===== config.mk =====
export PLATFORM = sky130hd
export DESIGN_NAME = lsf2lpc_ctrl
export DESIGN_NICKNAME = d
export VERILOG_FILES = /design/src/rtl/lsf2lpc_pkg.sv /design/src/rtl/lsf2lpc_ctrl.sv
export SDC_FILE = /design/constraint.sdc
export NUM_CORES = 1
export LEC_CHECK = 0
export ABC_AREA = 1
export BUFFER_PORTS_ARGS = -buffer_cell sky130_fd_sc_hd__buf_2
export CAP_MARGIN = 30
export CORE_UTILIZATION = 30
export CTS_CLUSTER_DIAMETER = 100
export CTS_CLUSTER_SIZE = 12
export DETAILED_ROUTE_END_ITERATION = 8
export GPL_TIMING_DRIVEN = 1
export MAX_ROUTING_LAYER = met4
export PLACE_DENSITY_LB_ADDON = 0.2
export SKIP_CTS_REPAIR_TIMING = 1
export SLEW_MARGIN = 30
export SYNTH_ARGS = -nofsm -noshare
export SYNTH_HDL_FRONTEND = slang
export SYNTH_SLANG_ARGS = --single-unit

===== constraint.sdc =====
create_clock -name clk -period 1.3 [get_ports clk]
set_input_delay 0.065 -clock clk [delete_from_list [all_inputs] [get_ports clk]]
set_output_delay 0.065 -clock clk [all_outputs]
set_load 0.01 [all_outputs]

===== src/rtl/lsf2lpc_pkg.sv =====
package lsf2lpc_pkg;

  // Fixed field and register widths.
  localparam int FREQ_W  = 16;
  localparam int NYQ_W   = 16;
  localparam int ORDER_W = 5;
  localparam int LPC_W   = 16;
  localparam int CFG_W   = 16;

  // Polynomial coefficients are signed Q24 in 40 bits.
  localparam int COEF_W = 40;
  localparam logic signed [COEF_W-1:0] COEF_ONE = 40'sd16777216;
  localparam logic signed [COEF_W-1:0] COEF_MAX = 40'sh7F_FFFF_FFFF;

  // Reset values of the configuration registers.
  localparam logic [ORDER_W-1:0] ORDER_RESET = 5'd10;
  localparam logic [NYQ_W-1:0]   NYQ_RESET   = 16'd8000;

  // Round(pi * 2^30).
  localparam logic [31:0] PI_Q30 = 32'd3373259426;

  // Cosine series: seven terms, Q30 accumulator.
  localparam int TERM_W       = 32;
  localparam int ACC_W        = 36;
  localparam int MAG_W        = 26;
  localparam int TAYLOR_TERMS = 7;

  // Iterative divider: four quotient bits per cycle.
  localparam int DIV_NUM_W  = 36;
  localparam int DIV_DEN_W  = 17;
  localparam int DIV_STEP   = 4;
  localparam int DIV_ITER   = DIV_NUM_W / DIV_STEP;
  localparam int DIV_CNT_W  = 4;

  // Configuration register indexes.
  typedef enum logic [0:0] {
    REG_FILTER_ORDER = 1'b0,
    REG_NYQUIST_HZ   = 1'b1
  } cfg_reg_t;

  // Controller states.
  typedef enum logic [4:0] {
    S_IDLE,
    S_IDX_START,
    S_IDX_WAIT,
    S_X_MUL,
    S_X_TAKE,
    S_XX_MUL,
    S_X2_TAKE,
    S_T_MUL,
    S_T_START,
    S_T_WAIT,
    S_C_TAKE,
    S_Q_RD,
    S_Q_MH,
    S_Q_WR,
    S_F_RD,
    S_F_CALC
  } ctrl_state_t;

  // Datapath operations, one per cycle.
  typedef enum logic [4:0] {
    OP_NONE,
    OP_ACCEPT,
    OP_IDX_START,
    OP_IDX_TAKE,
    OP_X_MUL,
    OP_X_TAKE,
    OP_XX_MUL,
    OP_X2_TAKE,
    OP_T_MUL,
    OP_T_START,
    OP_T_TAKE,
    OP_C_TAKE,
    OP_Q_RD,
    OP_Q_MH,
    OP_Q_WR,
    OP_F_RD,
    OP_F_CALC
  } dp_op_t;

  typedef struct packed {
    dp_op_t op;
  } dp_cmd_t;

  typedef struct packed {
    logic div_done;
    logic term_last;
    logic j_last;
    logic frame_done;
    logic out_free;
    logic fin_j0;
    logic fin_last;
  } dp_sts_t;

  // Denominator of the m-th series term: (2m-1)(2m).
  function automatic logic [7:0] taylor_den(input logic [2:0] m);
    int mi;
    mi = int'(m);
    return 8'((2 * mi - 1) * (2 * mi));
  endfunction

  // Saturate to +-(2^39-1).
  function automatic logic signed [COEF_W-1:0] sat40(input logic signed [43:0] v);
    logic signed [43:0] lim;
    lim = 44'(COEF_MAX);
    if (v > lim) begin
      return COEF_MAX;
    end else if (v < -lim) begin
      return -COEF_MAX;
    end
    return COEF_W'(v);
  endfunction

  // Shift right by 13 with rounding away from zero, then saturate to 16 bits.
  function automatic logic signed [LPC_W-1:0] round_q12(input logic signed [40:0] v);
    logic [40:0] mag;
    logic [40:0] r;
    mag = v[40] ? 41'(-v) : 41'(v);
    r   = (mag + 41'd4096) >> 13;
    if (!v[40] && r > 41'd32767) begin
      return 16'sd32767;
    end else if (v[40] && r > 41'd32768) begin
      return -16'sd32768;
    end
    return v[40] ? LPC_W'(-r) : LPC_W'(r);
  endfunction

endpackage


===== src/rtl/lsf2lpc_ctrl.sv =====
module lsf2lpc_ctrl (
  input  logic                  clk,
  input  logic                  rst,
  input  logic                  freq_valid,
  output logic                  freq_stall,
  input  lsf2lpc_pkg::dp_sts_t  sts,
  output lsf2lpc_pkg::dp_cmd_t  cmd
);

  lsf2lpc_pkg::ctrl_state_t state, state_next;

  always_ff @(posedge clk) begin
    if (rst) begin
      state <= lsf2lpc_pkg::S_IDLE;
    end else begin
      state <= state_next;
    end
  end

  // Next state.
  always_comb begin
    state_next = state;
    case (state)
      lsf2lpc_pkg::S_IDLE:      if (freq_valid) state_next = lsf2lpc_pkg::S_IDX_START;
      lsf2lpc_pkg::S_IDX_START: state_next = lsf2lpc_pkg::S_IDX_WAIT;
      lsf2lpc_pkg::S_IDX_WAIT:  if (sts.div_done) state_next = lsf2lpc_pkg::S_X_MUL;
      lsf2lpc_pkg::S_X_MUL:     state_next = lsf2lpc_pkg::S_X_TAKE;
      lsf2lpc_pkg::S_X_TAKE:    state_next = lsf2lpc_pkg::S_XX_MUL;
      lsf2lpc_pkg::S_XX_MUL:    state_next = lsf2lpc_pkg::S_X2_TAKE;
      lsf2lpc_pkg::S_X2_TAKE:   state_next = lsf2lpc_pkg::S_T_MUL;
      lsf2lpc_pkg::S_T_MUL:     state_next = lsf2lpc_pkg::S_T_START;
      lsf2lpc_pkg::S_T_START:   state_next = lsf2lpc_pkg::S_T_WAIT;
      lsf2lpc_pkg::S_T_WAIT: begin
        if (sts.div_done) begin
          state_next = sts.term_last ? lsf2lpc_pkg::S_C_TAKE : lsf2lpc_pkg::S_T_MUL;
        end
      end
      lsf2lpc_pkg::S_C_TAKE:    state_next = lsf2lpc_pkg::S_Q_RD;
      lsf2lpc_pkg::S_Q_RD:      state_next = lsf2lpc_pkg::S_Q_MH;
      lsf2lpc_pkg::S_Q_MH:      state_next = lsf2lpc_pkg::S_Q_WR;
      lsf2lpc_pkg::S_Q_WR: begin
        if (!sts.j_last) begin
          state_next = lsf2lpc_pkg::S_Q_RD;
        end else if (sts.frame_done) begin
          state_next = lsf2lpc_pkg::S_F_RD;
        end else begin
          state_next = lsf2lpc_pkg::S_IDLE;
        end
      end
      lsf2lpc_pkg::S_F_RD:      state_next = lsf2lpc_pkg::S_F_CALC;
      lsf2lpc_pkg::S_F_CALC: begin
        if (sts.fin_j0 || sts.out_free) begin
          state_next = sts.fin_last ? lsf2lpc_pkg::S_IDLE : lsf2lpc_pkg::S_F_RD;
        end
      end
      default:                  state_next = lsf2lpc_pkg::S_IDLE;
    endcase
  end

  // Commands toward the datapath.
  always_comb begin
    cmd.op     = lsf2lpc_pkg::OP_NONE;
    freq_stall = 1'b1;
    case (state)
      lsf2lpc_pkg::S_IDLE: begin
        freq_stall = 1'b0;
        if (freq_valid) cmd.op = lsf2lpc_pkg::OP_ACCEPT;
      end
      lsf2lpc_pkg::S_IDX_START: cmd.op = lsf2lpc_pkg::OP_IDX_START;
      lsf2lpc_pkg::S_IDX_WAIT:  if (sts.div_done) cmd.op = lsf2lpc_pkg::OP_IDX_TAKE;
      lsf2lpc_pkg::S_X_MUL:     cmd.op = lsf2lpc_pkg::OP_X_MUL;
      lsf2lpc_pkg::S_X_TAKE:    cmd.op = lsf2lpc_pkg::OP_X_TAKE;
      lsf2lpc_pkg::S_XX_MUL:    cmd.op = lsf2lpc_pkg::OP_XX_MUL;
      lsf2lpc_pkg::S_X2_TAKE:   cmd.op = lsf2lpc_pkg::OP_X2_TAKE;
      lsf2lpc_pkg::S_T_MUL:     cmd.op = lsf2lpc_pkg::OP_T_MUL;
      lsf2lpc_pkg::S_T_START:   cmd.op = lsf2lpc_pkg::OP_T_START;
      lsf2lpc_pkg::S_T_WAIT:    if (sts.div_done) cmd.op = lsf2lpc_pkg::OP_T_TAKE;
      lsf2lpc_pkg::S_C_TAKE:    cmd.op = lsf2lpc_pkg::OP_C_TAKE;
      lsf2lpc_pkg::S_Q_RD:      cmd.op = lsf2lpc_pkg::OP_Q_RD;
      lsf2lpc_pkg::S_Q_MH:      cmd.op = lsf2lpc_pkg::OP_Q_MH;
      lsf2lpc_pkg::S_Q_WR:      cmd.op = lsf2lpc_pkg::OP_Q_WR;
      lsf2lpc_pkg::S_F_RD:      cmd.op = lsf2lpc_pkg::OP_F_RD;
      lsf2lpc_pkg::S_F_CALC: begin
        if (sts.fin_j0 || sts.out_free) cmd.op = lsf2lpc_pkg::OP_F_CALC;
      end
      default:                  cmd.op = lsf2lpc_pkg::OP_NONE;
    endcase
  end

endmodule

==> results.json <==
{
  "tightest_slew_ns": 0.2310,
  "grt_pass1_wl_microns": 2304,
  "grt_antenna_before_repair": 0,
  "synth_seq_cells": 4,
  "final_hold_viol_count": 0,
  "clkLatencyLatePin_ns": 0.25,
  "cp-start-kind": "flip-flop",
  "worst_slack_ns": -0.02121,
  "top_regs": "state (4)",
  "drt-wirelength-per-cell_microns": 11.07,
  "drt_wl_total_microns": 1472,
  "fin_worst_skew_ns": 0.008929,
  "cts.htree.levels": 1,
  "die_area_sq_um": 1822,
  "critical_path_class": "reg -> out",
  "fin_hold_ws_ns": 0.1064,
  "numCtsBuffers": 3,
  "syn_avg_cell_area_sq_um": 5.399,
  "synth.top_cell.area_share": 0.1889,
  "required_ns": 1.24,
  "synth_area_sq_um": 496.7,
  "cts-root-buf": "clkbuf_4",
  "rsz0062_at_grt": "true",
  "die_h_microns": 42.69,
  "io_buffer_count": 15,
  "drc": 0,
  "arrival_ns": 1.26,
  "ant_nets": 0,
  "clk_pin_slew_ns": 0.04,
  "start_util": 0.3259,
  "tritoncts": "done",
  "synth.largest_area_cell": "nand2_1",
  "timing.fmax_ghz": 0.7569,
  "drive_above_1_share": 0.5214,
  "status": "complete, but fails checks",
  "area_delta_synth_final_pct": 48.11,
  "slew_viol_final": 0,
  "grtUsageTotal": 0.1766,
  "clock_sinks": 4,
  "core.rowCount": 14,
  "io_pins": 16,
  "max-slew-margin-rel": 0.8459,
  "grt_max_degree": 7,
  "largest_reg_flops": 4,
  "final_cell_count_no_fill": 133,
  "gp_congestion": 0.8002,
  "slowest_delay_ns": 0.36,
  "ys_seq_area_frac": 0.1612,
  "die_w_microns": 42.69,
  "min_period_ns": 1.321,
  "synth.area.top_cells": "nand2_1 (19%), dfxtp_1 (16%), nor2_1 (11%)",
  "grt-ovfl-total": 0,
  "path_max_fanout": 5,
  "timing.final.crit_share": 1.016,
  "routed-via-count": 670,
  "place_area_sq_um": 603.1,
  "final_area_sq_um": 735.7,
  "vias_per_cell": 5.038,
  "hold_path_class": "in -> reg",
  "fin_nets": 129,
  "firstDrtPassIters": 4,
  "ys_warn_count": 0,
  "grt_pass1_vias": 565,
  "syn_nets": 102,
  "critPathCaptureType": "output pin",
  "synthCells": 92,
  "drt_iter0_drc": 9,
  "fillers": 158,
  "pwr_density_cell_nw_per_um2": 2369,
  "cts_buffer_depth": 2,
  "p_leak_nw": 0.4101,
  "core_sq_um": 1524,
  "regMostFlops": "state",
  "hpwl_microns": 1044,
  "diodes": 0,
  "setup_violations": 2,
  "yosysUniqueCellTypes": 20,
  "cap_violations": 0,
  "crit_chain": "nor2_2 -> nand2_1 -> o221ai_1 -> buf_2",
  "critPathSlowestCell": "dfxtp_4",
  "setup_tns_ns": -0.02322,
  "violations": "negative setup slack",
  "placed_cells": 125,
  "peakVddDrop_mv": 1.094
}
## critical path, delay by kind of cell (launching register included)
kind	cells	cell delay, ns
flops	1	0.36
simple gates	2	0.32
compound gates	1	0.16
buf+inv	1	0.16
## final cells by class
| class | count | area (sq um) | area share |
|---|---|---|---|
| Clock buffer | 3 | 22.52 | 0.03061 |
| Inverter | 18 | 70.07 | 0.09524 |
| Multi-Input combinational cell | 69 | 385.4 | 0.5238 |
| Sequential cell | 4 | 95.09 | 0.1293 |
| Tap cell | 16 | 20.02 | 0.02721 |
| Timing Repair Buffer | 23 | 142.6 | 0.1939 |
## cells by family (layout without fill, tap and decap cells)
| kind of cell | Yosys count | count (layout) | share of synthesized area |
|---|---|---|---|
| buffers and inverters | 19 | 44 | 0.1587 |
| AND/OR/NAND/NOR | 62 | 62 | 0.5768 |
| AO/OA/AOI/OAI | 7 | 7 | 0.1033 |
| flip-flops | 4 | 4 | 0.1612 |
## power breakdown
part           leakage [nW]  internal [W]  total, W  switching [W]
Sequential           0.0356      0.000211  0.000328       0.000118
Clock                0.0138      0.000104  0.000163      0.0000589
Combinational         0.361      0.000551   0.00125       0.000701
Total                 0.410      0.000866   0.00174       0.000877
## per-stage QoR
step	power, W	utilization	setup WS [ns]
2_1_floorplan	0.0009619	-	0.1468
3_3_place_gp	0.001258	0.3957	0.01488
3_5_place_dp	0.001246	0.3957	0.03046
4_1_cts	0.001421	0.4105	-0.1547
5_1_grt	0.001894	0.4828	-0.09693
6_report	0.001743	0.4828	-0.02121
## layer usage
layer	share of wire	routed length [microns]	up-vias	track usage
li1	-	-	340	-
met1	0.42	611	303	0.2052
met2	0.51	750	22	0.2606
met3	0.052	76	5	0.05532
met4	0.023	34	0	0.1125
met5	0	0	-	-
## worst paths after layout
check	slack, ns	end	start	cells past startpoint
worst max-delay path	-0.02	cmd[0]	state[3]	4
worst min-delay path	0.11	state[3]	rst	4
worst max register to register	0.02	state[2]	state[0]	10
worst min register to register	0.63	state[3]	state[0]	4
## synthesized netlist by cell type (all sizes together)
cell type / n
inv: 18
a22oi: 1
a21oi: 1
nor3: 2
o221ai: 1
nand2: 31
o211ai: 1
o21ai: 2
o2111ai: 1
or2: 1
nand3b: 1
dfxtp: 4
nand3: 8
nor2: 19
buf: 1
## cell usage in the layout, fill, tap and decap left out, drive strengths merged
master   synthesis  routed
a22oi            1       1
o21ai            2       2
buf              1      23
nand3            8       8
inv             18      18
clkbuf           0       3
nand3b           1       1
nor2            19      19
a21oi            1       1
or2              1       1
o2111ai          1       1
o211ai           1       1
dfxtp            4       4
nor3             2       2
o221ai           1       1
nand2           31      31
No activity file was read; power rests on OpenSTA's default activity.
